<file path="config.mk">
export PLATFORM = sky130hd
export DESIGN_NAME = blcq_front
export DESIGN_NICKNAME = d
export VERILOG_FILES = /design/src/sv/blcq_pkg.sv /design/src/sv/blcq_front.sv
export SDC_FILE = /design/constraint.sdc
export NUM_CORES = 1
export LEC_CHECK = 0
export BUFFER_PORTS_ARGS = -buffer_cell sky130_fd_sc_hd__buf_2
export CAP_MARGIN = 20
export CORE_MARGIN = 3
export CORE_UTILIZATION = 40
export CTS_BUF_LIST = sky130_fd_sc_hd__clkbuf_8 sky130_fd_sc_hd__clkbuf_16
export DETAILED_ROUTE_END_ITERATION = 7
export PLACE_DENSITY_LB_ADDON = 0.12
export SLEW_MARGIN = 20
export SYNTH_ARGS = -nofsm -noshare
export SYNTH_HDL_FRONTEND = slang
export SYNTH_SLANG_ARGS = --single-unit
</file>
<file path="constraint.sdc">
create_clock -name clock -period 3.2 [get_ports clock]
set_clock_uncertainty 0.15 [all_clocks]
set_input_delay 0.96 -clock clock [delete_from_list [all_inputs] [get_ports clock]]
set_output_delay 0.96 -clock clock [all_outputs]
set_load 0.02 [all_outputs]
</file>
<file path="src/sv/blcq_pkg.sv">
// shared types and constants for the block-linked character queues
package blcq_pkg;

   localparam int QID_W    = 4;
   localparam int CHAR_W   = 8;
   localparam int STATUS_W = 2;
   localparam int COUNT_W  = 11;
   localparam int BSIZE_W  = 6;

   localparam logic [BSIZE_W-1:0] BSIZE_RESET = 6'd32;

   localparam logic REQ_PUT = 1'b0;
   localparam logic REQ_GET = 1'b1;

   localparam logic [STATUS_W-1:0] STATUS_OK       = 2'd0;
   localparam logic [STATUS_W-1:0] STATUS_EMPTY    = 2'd1;
   localparam logic [STATUS_W-1:0] STATUS_NO_BLOCK = 2'd2;

   localparam int CMDQ_DEPTH = 2;
   localparam int CMDQ_PTR_W = $clog2(CMDQ_DEPTH);
   localparam int CMDQ_CNT_W = $clog2(CMDQ_DEPTH + 1);

   typedef enum logic [1:0] {
      CMD_PUT        = 2'd0,
      CMD_GET        = 2'd1,
      CMD_PUT_ABSENT = 2'd2,
      CMD_GET_ABSENT = 2'd3
   } cmd_kind_type;

   typedef struct packed {
      cmd_kind_type        kind;
      logic [QID_W-1:0]    queue_id;
      logic [CHAR_W-1:0]   char_val;
   } cmd_type;

endpackage

</file>
<file path="src/sv/blcq_front.sv">
// request intake: classifies each transaction and holds it in a short command queue
module blcq_front #(
   parameter int NUM_QUEUES = 16
) (
   input  logic                        clock,
   input  logic                        reset,
   input  logic                        req_valid,
   output logic                        req_ready,
   input  logic                        req_type,
   input  logic [blcq_pkg::QID_W-1:0]  req_queue_id,
   input  logic [blcq_pkg::CHAR_W-1:0] req_char_in,
   output logic                        cmd_valid,
   input  logic                        cmd_pop,
   output blcq_pkg::cmd_type           cmd
);

   blcq_pkg::cmd_type                     slot_ff [blcq_pkg::CMDQ_DEPTH];
   logic [blcq_pkg::CMDQ_PTR_W-1:0]       wr_ptr_ff, wr_ptr_in;
   logic [blcq_pkg::CMDQ_PTR_W-1:0]       rd_ptr_ff, rd_ptr_in;
   logic [blcq_pkg::CMDQ_CNT_W-1:0]       count_ff, count_in;
   logic                                  push;
   logic                                  absent;
   blcq_pkg::cmd_type                     new_cmd;

   // queues beyond the configured count do not exist
   assign absent = int'(req_queue_id) >= NUM_QUEUES;

   always_comb begin
      new_cmd.queue_id = req_queue_id;
      new_cmd.char_val = req_char_in;
      if (req_type == blcq_pkg::REQ_GET) begin
         new_cmd.kind = absent ? blcq_pkg::CMD_GET_ABSENT : blcq_pkg::CMD_GET;
      end else begin
         new_cmd.kind = absent ? blcq_pkg::CMD_PUT_ABSENT : blcq_pkg::CMD_PUT;
      end
   end

   assign req_ready = count_ff != blcq_pkg::CMDQ_CNT_W'(blcq_pkg::CMDQ_DEPTH);
   assign push      = req_valid && req_ready;
   assign cmd_valid = count_ff != '0;
   assign cmd       = slot_ff[rd_ptr_ff];

   always_comb begin
      wr_ptr_in = wr_ptr_ff;
      rd_ptr_in = rd_ptr_ff;
      count_in  = count_ff;
      if (push) begin
         wr_ptr_in = (wr_ptr_ff == blcq_pkg::CMDQ_PTR_W'(blcq_pkg::CMDQ_DEPTH - 1)) ?
                     '0 : wr_ptr_ff + blcq_pkg::CMDQ_PTR_W'(1);
      end
      if (cmd_pop) begin
         rd_ptr_in = (rd_ptr_ff == blcq_pkg::CMDQ_PTR_W'(blcq_pkg::CMDQ_DEPTH - 1)) ?
                     '0 : rd_ptr_ff + blcq_pkg::CMDQ_PTR_W'(1);
      end
      if (push && !cmd_pop) begin
         count_in = count_ff + blcq_pkg::CMDQ_CNT_W'(1);
      end else if (!push && cmd_pop) begin
         count_in = count_ff - blcq_pkg::CMDQ_CNT_W'(1);
      end
   end

   always_ff @(posedge clock) begin
      if (reset) begin
         wr_ptr_ff <= '0;
         rd_ptr_ff <= '0;
         count_ff  <= '0;
      end else begin
         wr_ptr_ff <= wr_ptr_in;
         rd_ptr_ff <= rd_ptr_in;
         count_ff  <= count_in;
      end
   end

   always_ff @(posedge clock) begin
      if (push) begin
         slot_ff[wr_ptr_ff] <= new_cmd;
      end
   end

endmodule

</file>
### Word-level counts from Yosys, hierarchy flattened

Memories as Yosys holds them, arrays and structs flattened. A register that Yosys moved wholly into a read port is not among the register bits.
Index checks and enable logic that the tools add are counted.

* flip-flop bits (word level): 4
* memory bits (writable): 26
* input bits: 17
* output and inout bits: 16
* logic and storage cells: 25
* memories kept: 1

* $add $sub $neg: 4
* equality and inequality tests: 1
* multiplexer cells: 9
* reductions and logical operators: 7

Memory list
* slot_ff: words 2, bits a word 13, rd ports 1, clocked after memory_dff 1, wr ports 1, line blcq_front.sv:17 `blcq_pkg::cmd_type slot_ff [blcq_pkg::CMDQ_DEPTH];`

Operator list (number)
* $mux W1: 7
* $mux W2: 2
* $reduce_bool A2 Y1: 2
* $logic_and A1 B1 Y1: 3
* $add A1 B1 Y1 const B: 2
* $add A2 B1 Y2 const B: 1
* $logic_not A1 Y1: 2
* $ne A2 B2 Y1 const B: 1
* $sub A2 B1 Y2 const B: 1

### Logic depth before layout (Yosys ltp)

* depth after elaboration: 6
* mapped depth: 6
* mapped depth without buffers: 6

### Least setup slack after synthesis

OpenSTA, ideal clock, no wires.

* kind: flip-flop to output port
* from: reg (tool-made name)
* to: out cmd[10] (netlist name)
* arrival: 1006 ps
* required time: 2090 ps
* setup slack: 1084 ps
* stages on the path, launching flop included: 3
* buffers on the path: 1
* cell sequence: dfxtp_1 -> buf_2 -> mux2_1

RTL lines
* to (decl): line blcq_front.sv:14 `output blcq_pkg::cmd_type cmd`

==> results.txt <==
The library cell used most frequently in the layout, excluding fill and tap cells, is sky130_fd_sc_hd__buf_2. For the final routed database, the setup TNS stands at 0 ns. The critical path launch point type is a flip-flop. After detailed routing, the average wire length per cell comes to 13.5 um. Leaving out fill and tap cells, the most frequent cells in the layout are 31 x sky130_fd_sc_hd__buf_2, 26 x sky130_fd_sc_hd__edfxtp_1, 10 x sky130_fd_sc_hd__mux2_1, 5 x sky130_fd_sc_hd__dfxtp_1, 5 x sky130_fd_sc_hd__clkbuf_8. The ratio of final minimum period to clock period came out at 82.2%. The worst setup slack before clock tree synthesis is 0.796 ns. TritonCTS built the clock tree. The port buffer count came out at 31. Wires add up to 1790 um. After clock tree synthesis, the setup repair step added 0 buffers. The total via count after detailed routing is 637. The number of nets handed over by synthesis was 84. After global routing the overflow that remains totals 0. The starting utilization of the core area is 44.6%.

The compound-cell area share of the yosys netlist came out at under 10%. The count of pins on the block boundary is 33. The leakage power figure is 0.569 nW. The min-delay analysis places its worst path in the category reg2reg. The adder and majority gate portion of the synthesized area came out at 1.07%. After clock tree synthesis, the clock-pin slew on the worst setup and hold paths is 0.06 ns. Ranked by total cell area, the synthesized netlist is headed by sky130_fd_sc_hd__edfxtp_1 67%, sky130_fd_sc_hd__mux2_1 9.7%, sky130_fd_sc_hd__dfxtp_1 8.6%, sky130_fd_sc_hd__mux2_2 2.9%, sky130_fd_sc_hd__xor2_1 1.5%.

The overall global routing resource usage came out at between 10% and 20%. The first detailed-routing pass ran for 2 iterations. The post-synthesis cell type count came out at 21. The tool flagged a number of max-cap violations equal to 0.

The post-CTS resize count came out at 0. The element type at the critical path end is a primary output. The global placer's final weighted congestion is about 0.6.

The initial antenna violation count came out at 0. VDD sags by at most between 500 and 600 uV. Traced cell by cell, the critical path runs through mux2_2 -> buf_2.

Summed over its instances, the top area cell type makes up 67.0% of the synthesized netlist area. The number of remaining DRC errors came out at 0. In this run the critical register-to-register path is captured at count_ff[1]. The vias per cell is 4.79. The filler cells instantiated in the layout total 228. The power per unit of standard cell area came out at 661 mW/mm^2. The synthesized netlist devotes 2.26% of its cell area to XOR and XNOR gates. The clock insertion delay at the later pin of the skew report came out at 0.27 ns.

The number of nets in the final layout is 120. In this run the clock root is driven by a sky130_fd_sc_hd__clkbuf_8. The overall power came out at 0.942 mW.

In this design, the stage delay of the slowest critical-path cell is ~0.69 ns. The transition time at the pin with the least slew margin came out at 0.611 ns. The slack of the worst reg-to-reg path is 1.42 ns. The die is 60.0 um wide.

Setup violations remaining at the end of the flow were counted as 0. The run finished with clean final reports. The die outline area is 0.00360 mm^2. The post-synthesis sequential area ratio came out at roughly three quarters. In this run, CTS created clock tree buffers numbering 5. The largest net degree at the start of global routing came out at 14. The number of antenna diodes in the final layout is 0.

STA puts the critical path data arrival time at between 1.5 and 2 ns. The share of the core filled with cells came out at a little over half. The HPWL after detailed placement is 1250 um. The number of hold buffers added after cts came out at 0. For this block, the initial DRC count from the detailed router was 22. Measured along the y axis, the die boundary spans 60.0 um.

The warning count from the yosys run is 0. The setup path with the least slack is of type reg2out. The cell count of the worst hold path came out at 2. The path with the worst hold slack has its endpoint at count_ff[1].

The clock tree synthesis step divided the H-tree into 2 levels. In this run the core area contains 18 standard-cell rows. The biggest area contributor in the post-synthesis netlist is sky130_fd_sc_hd__edfxtp_1.

By area, the combinational part of the netlist is dominated by multiplexers. The post-route netlist has 37.9% of its cells at a drive strength greater than 1. In this run the standard cell core region covers 0.00261 mm^2. The area growth from synthesis to layout is 22.3%. The startpoint of the most critical hold path is count_ff[1]. The shortest clock period the worst path allows after layout came out at 2.63 ns. Synthesis produced a netlist whose cell count is 66. In this run the tightest slew margin relative to its limit is 59.3%.

The worst path setup slack after routing is roughly 0.57 ns. The required time at the worst-slack endpoint is roughly 2.1 ns. The antenna violation net count after detailed routing is 0. Counting cells, the worst reg-to-reg path comes to 5. The count of clock tree sinks came out at 31.

The share of cell area taken by muxes after synthesis is 12.6%. The number of hold violations in the final report is 0. The via count of the first global-routing pass is 657. The max-slew violation total from the final report was 0. Static timing analysis puts the maximum clock frequency at 0.380 GHz.

The highest fanout seen on the critical path is 13. The post-synthesis simple-gate area fraction is 4.30%. The reg-to-reg startpoint is count_ff[0].

The synthesized area divided by synthesized cell count is 17.6 um^2. The number of synthesized register bits came out at 31. The first global-routing pass estimated 2900 um of wire. Setup repair after global routing left no endpoint under its margin. For this design, the slowest cell found on the critical path is sky130_fd_sc_hd__dfxtp_1. The summed instance area of the synthesized netlist came out at approximately 0.0012 mm^2. The longest clock path from root to sink contains 2 buffers.
[synth_stat cells (all sizes together)]
library cell	instances
a21oi	2
edfxtp	26
a21bo	1
inv	2
conb	1
buf	2
xnor2	1
and3	1
nor2	3
or3	1
xor2	2
nand2b	1
or2	1
o21ai	1
nand3b	1
ha	1
mux2	13
and2	1
dfxtp	5
[flip-flops by register name (all words and copies together), names as in the netlist, named ones only]
signal     cells
count_ff       2
wr_ptr_ff      1
slot_ff       26
rd_ptr_ff      1
[layout make-up]
type	instances	area [um^2]	share of cell area (%)
repair buffers	31	155	10.9
inverters	2	7.51	0.527
clock inverters	3	11.3	0.790
flip-flops and latches	31	881	61.8
well taps	30	37.5	2.63
multi-input cells	31	264	18.5
clock buffers	5	68.8	4.83
[worst max-delay path by stage]
stage                         start  endpoint  depth (start not counted)
after floorplan           flip-flop   cmd[10]                          2
after global placement    flip-flop   cmd[11]                          2
after detailed placement  flip-flop    cmd[0]                          2
final                     flip-flop    cmd[0]                          2
after CTS                 flip-flop    cmd[0]                          2
after global routing      flip-flop    cmd[1]                          2
[report_power, final]
part           leakage [nW]  internal [mW]  switching, mW
Combinational         0.241         0.0653         0.0989
Sequential            0.284          0.487         0.0197
Clock                0.0444          0.144          0.126
[stage by stage]
step	hold slack, ns	instance area [um^2]	cells
after floorplan	0.311	1160	66
after global placement	0.332	1350	125
after detailed placement	0.352	1350	125
after CTS	0.375	1430	133
after global routing	0.400	1430	133
final	0.370	1430	133
[worst max-delay path, delay by kind of cell, from the launching register on]
kind	cells	cell delay (ns)
buf+inv	1	0.16
flops	1	0.69
mux	1	0.40
[logic make-up (layout without fill, tap and decap cells)]
kind of cell,after synthesis,after routing
DFF,31,31
adders and majority gates,1,1
AOI/OAI and AO/OA,4,4
xor gates and xnor gates,3,3
and+or+nand+nor,9,9
buffers and inverters,4,41
other,1,1
muxes,13,13
[metal layers]
metal  vias to the layer above  GRT usage, %  part of all wire (%)
met2                        22          17.7                    46
met3                         4          6.70                   9.9
met4                         0          4.75                   1.3
met5                         -             0                     0
li1                        314             -                     -
met1                       297          13.5                    42
No activity file was read; power rests on OpenSTA's default activity.
